--- config.mk ---
export PLATFORM = sky130hd
export DESIGN_NAME = ncpe_front
export DESIGN_NICKNAME = d
export VERILOG_FILES = /design/src/design/ncpe_pkg.sv /design/src/design/ncpe_front.sv
export SDC_FILE = /design/constraint.sdc
export NUM_CORES = 1
export LEC_CHECK = 0
export BUFFER_PORTS_ARGS = -buffer_cell sky130_fd_sc_hd__buf_2
export CORE_ASPECT_RATIO = 2
export CORE_UTILIZATION = 35
export DETAILED_ROUTE_END_ITERATION = 10
export PLACE_DENSITY_LB_ADDON = 0.25
export SLEW_MARGIN = 20
export SYNTH_ARGS = -nofsm -noshare
export SYNTH_HDL_FRONTEND = slang
export SYNTH_SLANG_ARGS = --single-unit
--- constraint.sdc ---
create_clock -name clk -period 8.7 [get_ports clk]
set_clock_uncertainty 0.05 [all_clocks]
set_input_delay 0.435 -clock clk [delete_from_list [all_inputs] [get_ports clk]]
set_output_delay 0.435 -clock clk [all_outputs]
set_load 0.02 [all_outputs]
--- src/design/ncpe_pkg.sv ---
// ----------------------------------------------------------------------------
// NURBS curve point evaluator package
// Shared sizes, codes, command and configuration types for the evaluator.
// ----------------------------------------------------------------------------
`default_nettype none

package ncpe_pkg;

	localparam int MAX_POINTS = 64;
	localparam int MAX_DEGREE = 7;
	localparam int IDX_W      = $clog2(MAX_POINTS);
	localparam int CNT_W      = 7;
	localparam int DEG_W      = 3;
	localparam int KIDX_W     = $clog2(MAX_POINTS + MAX_DEGREE + 1);
	localparam int U_W        = 17;
	localparam int FRAC_W     = 16;
	localparam int COORD_W    = 32;
	localparam int WGT_W      = 24;
	localparam int FLOOR_W    = 16;
	localparam int EW_W       = 25;
	localparam int WSUM_W     = 28;
	localparam int ACC_W      = 61;
	localparam int DIV_W      = 64;
	localparam int DVS_W      = 32;
	localparam int PROD_W     = 34;
	localparam int DEN_W      = 18;

	localparam logic [U_W-1:0] UNIT_Q16 = 17'h10000;

	localparam logic [1:0] OP_WRITE_POINT  = 2'd0;
	localparam logic [1:0] OP_WRITE_WEIGHT = 2'd1;
	localparam logic [1:0] OP_EVALUATE     = 2'd2;
	localparam logic [1:0] OP_RESERVED     = 2'd3;

	localparam logic [2:0] ST_OK         = 3'd0;
	localparam logic [2:0] ST_INDEX      = 3'd1;
	localparam logic [2:0] ST_WEIGHT     = 3'd2;
	localparam logic [2:0] ST_U_RANGE    = 3'd3;
	localparam logic [2:0] ST_ZERO_WSUM  = 3'd4;
	localparam logic [2:0] ST_BAD_CONFIG = 3'd5;

	localparam logic [1:0] CFG_POINT_COUNT  = 2'd0;
	localparam logic [1:0] CFG_CURVE_DEGREE = 2'd1;
	localparam logic [1:0] CFG_WEIGHT_FLOOR = 2'd2;

	typedef enum logic [1:0] {
		CMD_REPORT,
		CMD_WRITE_POINT,
		CMD_WRITE_WEIGHT,
		CMD_EVALUATE
	} cmd_kind_t;

	typedef struct packed {
		cmd_kind_t                  kind;
		logic [2:0]                 status;
		logic [IDX_W-1:0]           idx;
		logic signed [COORD_W-1:0]  x;
		logic signed [COORD_W-1:0]  y;
		logic signed [COORD_W-1:0]  z;
		logic [WGT_W-1:0]           weight;
		logic [U_W-1:0]             u;
	} cmd_t;

	typedef struct packed {
		logic [CNT_W-1:0]   point_count;
		logic [DEG_W-1:0]   degree;
		logic [FLOOR_W-1:0] weight_floor;
		logic               ok;
	} cfg_t;

	typedef enum logic [4:0] {
		B_IDLE,
		B_SPAN,
		B_KNOT,
		B_KWAIT,
		B_RMUL,
		B_RHI,
		B_RHIW,
		B_RLO,
		B_RLOW,
		B_RUPD,
		B_SRD,
		B_SW,
		B_SM,
		B_SA,
		B_CHK,
		B_DIVS,
		B_DIVW,
		B_DONE
	} back_state_t;

endpackage

`default_nettype wire

--- src/design/ncpe_front.sv ---
// ----------------------------------------------------------------------------
// NURBS evaluator front end
// Accepts items, checks them against the configuration and queues commands.
// ----------------------------------------------------------------------------
`default_nettype none

module ncpe_front
	import ncpe_pkg::*;
(
	input  wire logic                       clk,
	input  wire logic                       arst_n,
	input  wire logic                       start,
	output logic                            busy,
	input  wire logic [1:0]                 opcode,
	input  wire logic [IDX_W-1:0]           point_index,
	input  wire logic signed [COORD_W-1:0]  point_x,
	input  wire logic signed [COORD_W-1:0]  point_y,
	input  wire logic signed [COORD_W-1:0]  point_z,
	input  wire logic [WGT_W-1:0]           weight_value,
	input  wire logic [U_W-1:0]             param_u,
	input  wire cfg_t                       cfg,
	input  wire logic                       pop,
	output cmd_t                            head,
	output logic                            head_valid
);

	cmd_t       cmd;
	cmd_t       queue_q [2];
	logic       wr_ptr_q;
	logic       rd_ptr_q;
	logic [1:0] count_q;
	logic       push;

	always_comb begin
		cmd        = '0;
		cmd.idx    = point_index;
		cmd.x      = point_x;
		cmd.y      = point_y;
		cmd.z      = point_z;
		cmd.weight = weight_value;
		cmd.u      = param_u;
		cmd.kind   = CMD_REPORT;
		cmd.status = ST_OK;
		if (!cfg.ok || opcode == OP_RESERVED) begin
			cmd.status = ST_BAD_CONFIG;
		end else if (opcode == OP_EVALUATE) begin
			if (param_u > UNIT_Q16) begin
				cmd.status = ST_U_RANGE;
			end else begin
				cmd.kind = CMD_EVALUATE;
			end
		end else if (CNT_W'(point_index) >= cfg.point_count) begin
			cmd.status = ST_INDEX;
		end else if (opcode == OP_WRITE_POINT) begin
			cmd.kind = CMD_WRITE_POINT;
		end else if (weight_value <= WGT_W'(cfg.weight_floor)) begin
			cmd.status = ST_WEIGHT;
		end else begin
			cmd.kind = CMD_WRITE_WEIGHT;
		end
	end

	assign busy       = count_q == 2'd2;
	assign push       = start && !busy;
	assign head       = queue_q[rd_ptr_q];
	assign head_valid = count_q != 2'd0;

	always_ff @(posedge clk or negedge arst_n) begin
		if (!arst_n) begin
			wr_ptr_q <= 1'b0;
			rd_ptr_q <= 1'b0;
			count_q  <= '0;
		end else begin
			if (push) begin
				wr_ptr_q <= !wr_ptr_q;
			end
			if (pop) begin
				rd_ptr_q <= !rd_ptr_q;
			end
			count_q <= count_q + {1'b0, push} - {1'b0, pop};
		end
	end

	always_ff @(posedge clk) begin
		if (push) begin
			queue_q[wr_ptr_q] <= cmd;
		end
	end

endmodule

`default_nettype wire

# Word-level counts from Yosys, hierarchy flattened
# Memories as Yosys holds them, arrays and structs flattened.
# Cells that the tools add are included.
[totals]
register_bits = 4
mem_bits_rw = 296
n_memories = 1
[mem_list]
columns = ["memory", "words", "word_bits", "read_ports", "rd_clocked_by_memory_dff", "wr", "line_no", "source"]
rows = [
  ["queue_q", 2, 148, 1, 0, 1, "ncpe_front.sv:28", "cmd_t queue_q [2];"],
]
[classes]
addsub = 2
order_cmp = 3
n_eq_ne = 3
n_mux = 13
n_reduce_logical = 8
[op_table]
columns = ["operator", "count"]
rows = [
  ["$le 24x16->1", 1],
  ["$mux 2", 9],
  ["$gt 17x17->1 const B", 1],
  ["$ge 6x7->1", 1],
  ["$eq 2x2->1 const B", 3],
  ["$mux 5", 1],
  ["$logic_not 1->1", 4],
  ["$mux 3", 1],
  ["$add 2x1->2", 1],
  ["$logic_not 2->1", 1],
  ["$mux 1", 2],
  ["$reduce_bool 2->1", 1],
  ["$sub 2x1->2", 1],
  ["$logic_and 1x1->1", 1],
  ["$logic_or 1x1->1", 1],
]

# Longest topological paths before layout
# Gate-level depths: netlist of run 1.
[logic_depth]
ltp_word = 6
depth_mapped = 8
ltp_nobuf = 8

# Least setup slack after synthesis of run 1
# Ideal clock, no wire load.
[synth_path]
path_kind = "reg2reg"
start = "register count_q[1]"
end = "memory queue_q[0][0] in the netlist's numbering, enable pin"
setup_ns = 0.657
t_arrival_ns = 6.733
setup_slack_ns = 1.260
stages_incl_launch_ff = 4
path_buffers = 0
synth_period_minus_slack_ns = 7.440
cell_sequence = "dfrtp_1 nand2b_1 nand2_1 nor2_1"
[synth_via]
elab_chain_cells = 5
[synth_rtl]
columns = ["element", "line_no", "source"]
rows = [
  ["from (decl)", "ncpe_front.sv:31", "logic [1:0] count_q;"],
  ["from (signal assigned)", "ncpe_front.sv:80", "count_q <= count_q + {1'b0, push} - {1'b0, pop};"],
  ["$eq 2x2->1", "ncpe_front.sv:63", "assign busy = count_q == 2'd2;"],
  ["$logic_not 1->1", "ncpe_front.sv:64", "assign push = start && !busy;"],
  ["$logic_and 1x1->1", "ncpe_front.sv:64", ""],
  ["$mux 1", "ncpe_front.sv:85", "if (push) begin"],
  ["$mux 1 (implied by the code)", "ncpe_front.sv:86", "queue_q[wr_ptr_q] <= cmd;"],
  ["to (decl)", "ncpe_front.sv:28", ""],
]
# Every way passes these cells.

==> reports/results.md, run 1 <==
* **outcome** complete, no violations
* **drt via density** 4.60
* **commonest non-fill, non-tap cell in the layout** sky130_fd_sc_hd__buf_2
* **WL per Instance** 18.7 µm
* **fraction of power consumed by combinational cells** 0.339
* **minimum setup slack after placement** 5590 ps
* **via count of the first global-routing pass** 6799
* **Crit path arrival time** 2580 ps
* **FFs w/ async S/R, synth** 0.0133
* **top achievable clock speed** 326 MHz
* **switching component of the power** 0.00158 W
* **Post-DRT Antenna Nets** 0
* **area share of the largest cell type after synthesis** 0.775
* **worst hold path startpoint** point_z[10]
* **unrepaired setup endpoints after global routing** no
* **data required time at the worst endpoint** 8220 ps
* **part of the cycle the worst path needs** 0.352
* **number of enable-type register cells in the synthesized netlist** 296
* **post-synth top area cell** sky130_fd_sc_hd__edfxtp_1
* **worst slew slack as a fraction of its limit** 0.342
* **initial standard-cell utilization of the core** 0.356
* **commonest cells after routing, fill and taps aside** sky130_fd_sc_hd__buf_2, sky130_fd_sc_hd__edfxtp_1, sky130_fd_sc_hd__mux2_2, sky130_fd_sc_hd__clkbuf_16
* **via total after detailed routing** 6310
* **first-pass GRT wire length** 37600 µm
* **clk root buf** sky130_fd_sc_hd__clkbuf_16
* **largest cells by area after synthesis** sky130_fd_sc_hd__edfxtp_1, sky130_fd_sc_hd__mux2_2, sky130_fd_sc_hd__ha_1, sky130_fd_sc_hd__dfrtp_1, sky130_fd_sc_hd__inv_1
* **final hold slack** 39.4 ps
* **I/O pin cnt** 326
* **Remaining Overflow, GRT** 0
* **transition at the pin with the smallest max-transition slack** 986 ps
* **final worst-path setup slack** 5630 ps
* **sinks on the clock net** 300
* **capturing element type of the critical path** output port
* **synthesized flop and latch total** 300
* **Post-Synthesis Net Count** 774
* **Remaining DRCs** 0
* **final instance area** 14500 µm²
* **Syn Std Cell Area** 11500 µm²
* **H-Tree Depth** 1
* **cell count of the worst reg-to-reg path** 4
* **CP startpoint kind** flip-flop
* **die height** 258 µm
* **number of buffers inserted during clock tree synthesis** 26
* **Avg Inst Size Synth** 20.0 µm²
* **Worst R2R End** queue_q[1][109]
* **flop-to-flop setup slack** 5650 ps
* **largest driver fanout on the critical path** 67
* **Clk pin slew, worst setup/hold paths** 60 ps
* **Post-CTS Setup Inserts** 0
* **setup total negative slack** 0 ps
* **total of max-cap violations** 0
* **Int Pwr** 0.00317 W
* **fraction of power consumed by the clock network** 0.228
* **Clk Latency, worst-skew pair** 530 ps
* **die width** 130 µm
* **worst hold path stage count** 1
* **final setup violation count** 0
* **Power Dens Cells** 329 nW/µm²
* **Warnings, synthesis** 0
* **final cell utilization of the core** 0.449
* **worst-case clock buffer depth** 3
* **number of endpoints with negative hold slack in the final report** 0
* **worst ir drop on vdd** 0.176 mV
* **fill cell total of the finished layout** 2933
* **maximum number of pins on one net before global-route repair** 69
* **share of post-route cells with drive strength above 1** 0.549
* **die area** 33600 µm²
* **floorplan core area** 32200 µm²
* **fin. max-slew vios** 0
* **post-synthesis sequential area ratio** 0.783
* **number of library cell types mapped by synthesis** 34
* **Worst Setup Path Type** reg -> out
* **reg-to-reg critical path startpoint** count_q[1]
* **number of detailed-routing iterations run before antenna repair** 4
* **count of port buffers added during placement** 322
* **Iter 0 DRT Violations** 256
* **net count of the finished layout** 1118
* **detailed-route wire length** 25600 µm
* **post-synthesis instance total** 574
* **register share of total power** 0.433
* **dominant synthesized flop cell** sky130_fd_sc_hd__edfxtp_1
* **TritonCTS clock tree** done
* **HP Class** in -> reg
* **GRT Overall Usage** 0.152
* **switching share of power** 0.333
* **Cell Rows** 93
* **leakage dissipation** 5.51 nW
* **routability congestion estimate** 0.770
* **endpoint with the worst hold slack** queue_q[0][51]
* **number of antenna violations at the first check in global routing** 8
* **area after detailed placement** 13600 µm²
* **DP HPWL** 18100 µm
* **area overhead of the layout relative to synthesis** 26.1%
* **shortest clock period the worst path allows after layout** 3070 ps
Yosys cell counts, drive strengths merged, types with 2 or more instances:
| library cell | instances |
|---|---|
| mux2 | 148 |
| buf | 5 |
| xnor2 | 3 |
| nand3 | 3 |
| nor4 | 6 |
| clkbuf | 12 |
| a21o | 2 |
| and3 | 2 |
| a21oi | 9 |
| o21ai | 3 |
| ha | 24 |
| a31oi | 2 |
| edfxtp | 296 |
| nand2 | 8 |
| nor2 | 2 |
| nand2b | 3 |
| nand4 | 4 |
| inv | 24 |
| dfrtp | 4 |
cells by family (layout without fill, tap and decap cells):
group | Yosys count | after routing | share of synthesized area
simple gates | 35 | 35 | 0.0172
mux | 148 | 148 | 0.145
fa+ha+maj | 24 | 24 | 0.0262
compound gates | 22 | 22 | 0.0117
other cells | 0 | 7 | 0
buf+inv | 41 | 405 | 0.0134
flops | 300 | 300 | 0.783
xor+xnor | 4 | 4 | 0.00305
through the flow:
stage | cells | total power [W]
2_1_floorplan | 574 | 0.00322
3_3_place_gp | 1312 | 0.00373
3_5_place_dp | 1312 | 0.00375
4_1_cts | 1365 | 0.00485
5_1_grt | 1372 | 0.00500
6_report | 1372 | 0.00476
sequential cells by signal, summed over array words and instances (netlist names):
signal and flops:
count_q 2, queue_q 296, rd_ptr_q 1, wr_ptr_q 1
timing repair:
action | CTS | global route
gates resized for setup | 0 | 0
endpoints found under the setup margin | 0 | 0
hold buffers | 5 | 0
hold endpoints to repair | 12 | 0
worst max path at each step:
stage | startpoint | end | slack (ps) | depth (start not counted)
3_5_place_dp | count_q[1] | queue_q[1][48] | 5590 | 4
3_3_place_gp | start | queue_q[1][2] | 5580 | 4
2_1_floorplan | count_q[1] | queue_q[0][0] | 1260 | 3
5_1_grt | count_q[1] | queue_q[1][58] | 5390 | 4
4_1_cts | rd_ptr_q | head[29] | 5560 | 3
6_report | rd_ptr_q | head[101] | 5630 | 3
final cells by class:
class	instances	area, µm²	area share
clock inverters	15	91.3	0.00631
inverters	24	90.1	0.00622
flip-flops and latches	300	8990	0.621
diodes	7	17.5	0.00121
well taps	427	534	0.0369
repair buffers	333	1710	0.118
multi-input cells	233	2350	0.162
clock buffers	33	698	0.0482
power by group through the flow:
stage	sequential, W	clock (W)	combinational [W]
2_1_floorplan	0.00212	0	0.00110
4_1_cts	0.00206	0.00113	0.00166
5_1_grt	0.00209	0.00117	0.00173
3_3_place_gp	0.00207	0	0.00165
3_5_place_dp	0.00209	0	0.00165
6_report	0.00206	0.00108	0.00161
layer usage:
layer | track usage | wire length, µm
met1 | 0.130 | 7670
met4 | 0.0846 | 1060
met3 | 0.0302 | 1380
met5 | 0 | 17
met2 | 0.310 | 15500
worst max-delay path: stages (launching register included):
cell and delay [ps]:
sky130_fd_sc_hd__dfrtp_4 590, sky130_fd_sc_hd__buf_4 750, sky130_fd_sc_hd__mux2_2 420, sky130_fd_sc_hd__buf_2 160
No activity file was read; power rests on OpenSTA's default activity.
==> inputs of run 2 (changes only) <==
==> constraint.sdc (replaced) <==
create_clock -name clk -period 2.55 [get_ports clk]
set_clock_uncertainty 0.05 [all_clocks]
set_input_delay 0.1275 -clock clk [delete_from_list [all_inputs] [get_ports clk]]
set_output_delay 0.1275 -clock clk [all_outputs]
set_load 0.02 [all_outputs]
==> reports/results.md, run 2 (synthesized netlist as in run 1, its figures left out) <==
* **worst hold path stage count** 3, +2
* **Remaining DRCs** 0, unchanged
* **CP dominant cell by count** sky130_fd_sc_hd__buf_4
* **transition at the pin with the smallest max-transition slack** 528 ps, -458 ps
* **clk root buf** sky130_fd_sc_hd__clkbuf_16
* **I/O pin cnt** 326, unchanged
* **minimum setup slack after placement** 114 ps, -5480 ps
* **commonest non-fill, non-tap cell in the layout** sky130_fd_sc_hd__buf_2
* **TritonCTS clock tree** done
* **worst hold path startpoint** cfg[26]
* **flop-to-flop setup slack** 760 ps, -4890 ps
* **number of endpoints with negative hold slack in the final report** 0, unchanged
* **amount of wire on met3 after detailed routing** 1230 µm, -11%
* **final setup violation count** 0, unchanged
* **die width** 130 µm, unchanged
* **floorplan core area** 32200 µm², unchanged
* **die height** 258 µm, unchanged
* **data required time at the worst endpoint** 2790 ps, -5430 ps
* **endpoint with the worst hold slack** queue_q[0][143]
* **cell class contributing the biggest share of worst-path delay** buffers and inverters
* **DP HPWL** 18400 µm, +1.9%
* **capturing element type of the critical path** flip-flop
* **total of cells resized after clock tree synthesis** 0, unchanged
* **worst slew slack as a fraction of its limit** 0.648, +0.305
* **H-Tree Depth** 1, unchanged
* **largest driver fanout on the critical path** 3, -96%
* **Cell Rows** 93, unchanged
* **longest individual stage delay on the worst path** 550 ps, -200 ps
* **initial standard-cell utilization of the core** 0.356, unchanged
* **critical-path cell with the highest stage delay** sky130_fd_sc_hd__dlygate4sd3_1
* **number of antenna violations at the first check in global routing** 1, -7
* **Iter 0 DRT Violations** 301, +18%
* **top routing layer used** met4
* **wire length on met1** 8200 µm, +7.0%
* **fin. max-slew vios** 0, unchanged
* **first-pass GRT wire length** 39900 µm, +6.0%
* **top achievable clock speed** 418 MHz
* **Crit path arrival time** 2630 ps, +50 ps
* **ordered cell list for the critical path** dlygate4sd3_1 > buf_2 > nor4_1 > buf_4 > nand2_1 > or4_1 > o21bai_1 > a31oi_1 > buf_4 > o22ai_1
* **Power Dens Cells** 1040 nW/µm², +220%
* **drt via density** 4.56, -0.96%
* **via total after detailed routing** 6951, +10%
* **area overhead of the layout relative to synthesis** 40.5%
* **GRT Overall Usage** 0.158, +0.00592
* **commonest cells after routing, fill and taps aside** sky130_fd_sc_hd__buf_2, sky130_fd_sc_hd__edfxtp_1, sky130_fd_sc_hd__dlygate4sd3_1, sky130_fd_sc_hd__mux2_2, sky130_fd_sc_hd__clkbuf_16
* **number of detailed-routing iterations run before antenna repair** 6, +2
* **sinks on the clock net** 300, unchanged
* **WL per Instance** 17.6 µm, -6.0%
* **crit path buf inv count** 4, +2
* **cell count of the worst reg-to-reg path** 3, -1
* **fill cell total of the finished layout** 2784, -5.1%
* **die area** 33600 µm², unchanged
* **maximum number of pins on one net before global-route repair** 75, +8.7%
* **number of buffers inserted during clock tree synthesis** 28, +7.7%
* **part of the cycle the worst path needs** 0.939
* **CP startpoint kind** primary input
* **Top Registers** queue_q: 296 flops, count_q: 2 flops
* **HP Class** in -> reg
* **via count of the first global-routing pass** 7601, +12%
* **outcome** complete, no violations
* **Worst Setup Path Type** in -> reg
* **Post-DRT Antenna Nets** 0, unchanged
* **net count of the finished layout** 1278, +14%
* **reg-to-reg critical path startpoint** count_q[1]
* **routability congestion estimate** 0.765, -0.68%
* **worst ir drop on vdd** 0.702 mV, +300%
* **total of max-cap violations** 0, unchanged
* **shortest clock period the worst path allows after layout** 2400 ps
* **detailed-route wire length** 26800 µm, +4.5%
* **count of port buffers added during placement** 322, unchanged
* **largest reg by FF count** queue_q
* **worst-case clock buffer depth** 3, unchanged
* **Clk Latency, worst-skew pair** 540 ps, about the same
* **Clk pin slew, worst setup/hold paths** 70 ps, about the same
* **final worst-path setup slack** 155 ps, -5480 ps
* **leakage dissipation** 6.22 nW, +13%
* **Worst R2R End** queue_q[1][39]
* **setup total negative slack** 0 ps, unchanged
* **Met2 Routed Length** 15900 µm, +2.8%
* **Remaining Overflow, GRT** 0, unchanged
* **flip-flop count of the largest register after layout** 296, unchanged
* **unrepaired setup endpoints after global routing** no
* **share of post-route cells with drive strength above 1** 0.483, -0.0659
## run 2: cell count changes in the layout (fill, tap and decap cells not counted), moves of 2 or more
cell	delta
sky130_fd_sc_hd__buf_12	+6
sky130_fd_sc_hd__clkbuf_1	+2
sky130_fd_sc_hd__diode_2	-5
sky130_fd_sc_hd__clkinv_1	-3
sky130_fd_sc_hd__dlygate4sd3_1	+146
sky130_fd_sc_hd__buf_4	+6
sky130_fd_sc_hd__clkinv_2	-2
sky130_fd_sc_hd__clkinv_4	+3
sky130_fd_sc_hd__clkbuf_16	+2
## run 2: metal layers
metal	up-vias	GRT usage
met2	246	0.324
met1	3376	0.134
met4	0	0.0943
li1	3263	-
met5	-	0
met3	66	0.0242
## run 2: final cells by class
type	instances	area, µm²	share of cell area
clock buffers	37	756	0.0469
flip-flops and latches	300	8990	0.558
clock inverters	12	66.3	0.00411
well taps	427	534	0.0331
repair buffers	491	3330	0.207
multi-input cells	233	2350	0.146
inverters	24	90.1	0.00559
diodes	2	5.00	0.000310
## run 2: report_power, final
| part | total [W] | switching [W] | internal, W |
|---|---|---|---|
| logic | 0.00589 | 0.00353 | 0.00236 |
| registers | 0.00704 | 0.000310 | 0.00673 |
| clock network | 0.00381 | 0.00173 | 0.00208 |
| total | 0.0167 | 0.00557 | 0.0112 |
## run 2: worst reg2reg max path, delay by kind of cell (launching register included)
kind | cells | cell delay (ps)
buffers and inverters | 1 | 330
AND/OR/NAND/NOR | 2 | 660
flip-flops | 1 | 400
## run 2: worst max path at each step
stage                           startpoint         endpoint  slack (ps)  depth (start not counted)
final                     weight_value[22]  queue_q[0][144]         150                         10
after global routing      weight_value[22]  queue_q[0][144]           3                         10
after CTS                 weight_value[22]  queue_q[0][144]         140                         10
after detailed placement  weight_value[22]  queue_q[1][144]         110                          9
after global placement    weight_value[22]  queue_q[1][144]         130                          9
after floorplan                 count_q[1]    queue_q[0][0]        -710                          3
## run 2: through the flow
stage	power [W]	util	hold slack (ps)	instances	area [µm²]
5_1_grt	0.0175	0.500	139	1526	16100
4_1_cts	0.0170	0.500	104	1524	16100
2_1_floorplan	0.0108	-	-218	574	11500
3_3_place_gp	0.0129	0.428	-110	1324	13800
3_5_place_dp	0.0130	0.428	-108	1324	13800
6_report	0.0167	0.500	133	1526	16100
## run 2: timing repair
item	4_1_cts	5_1_grt
buffers inserted	0	0
hold endpoints to repair	301	0
hold buffers	151	0
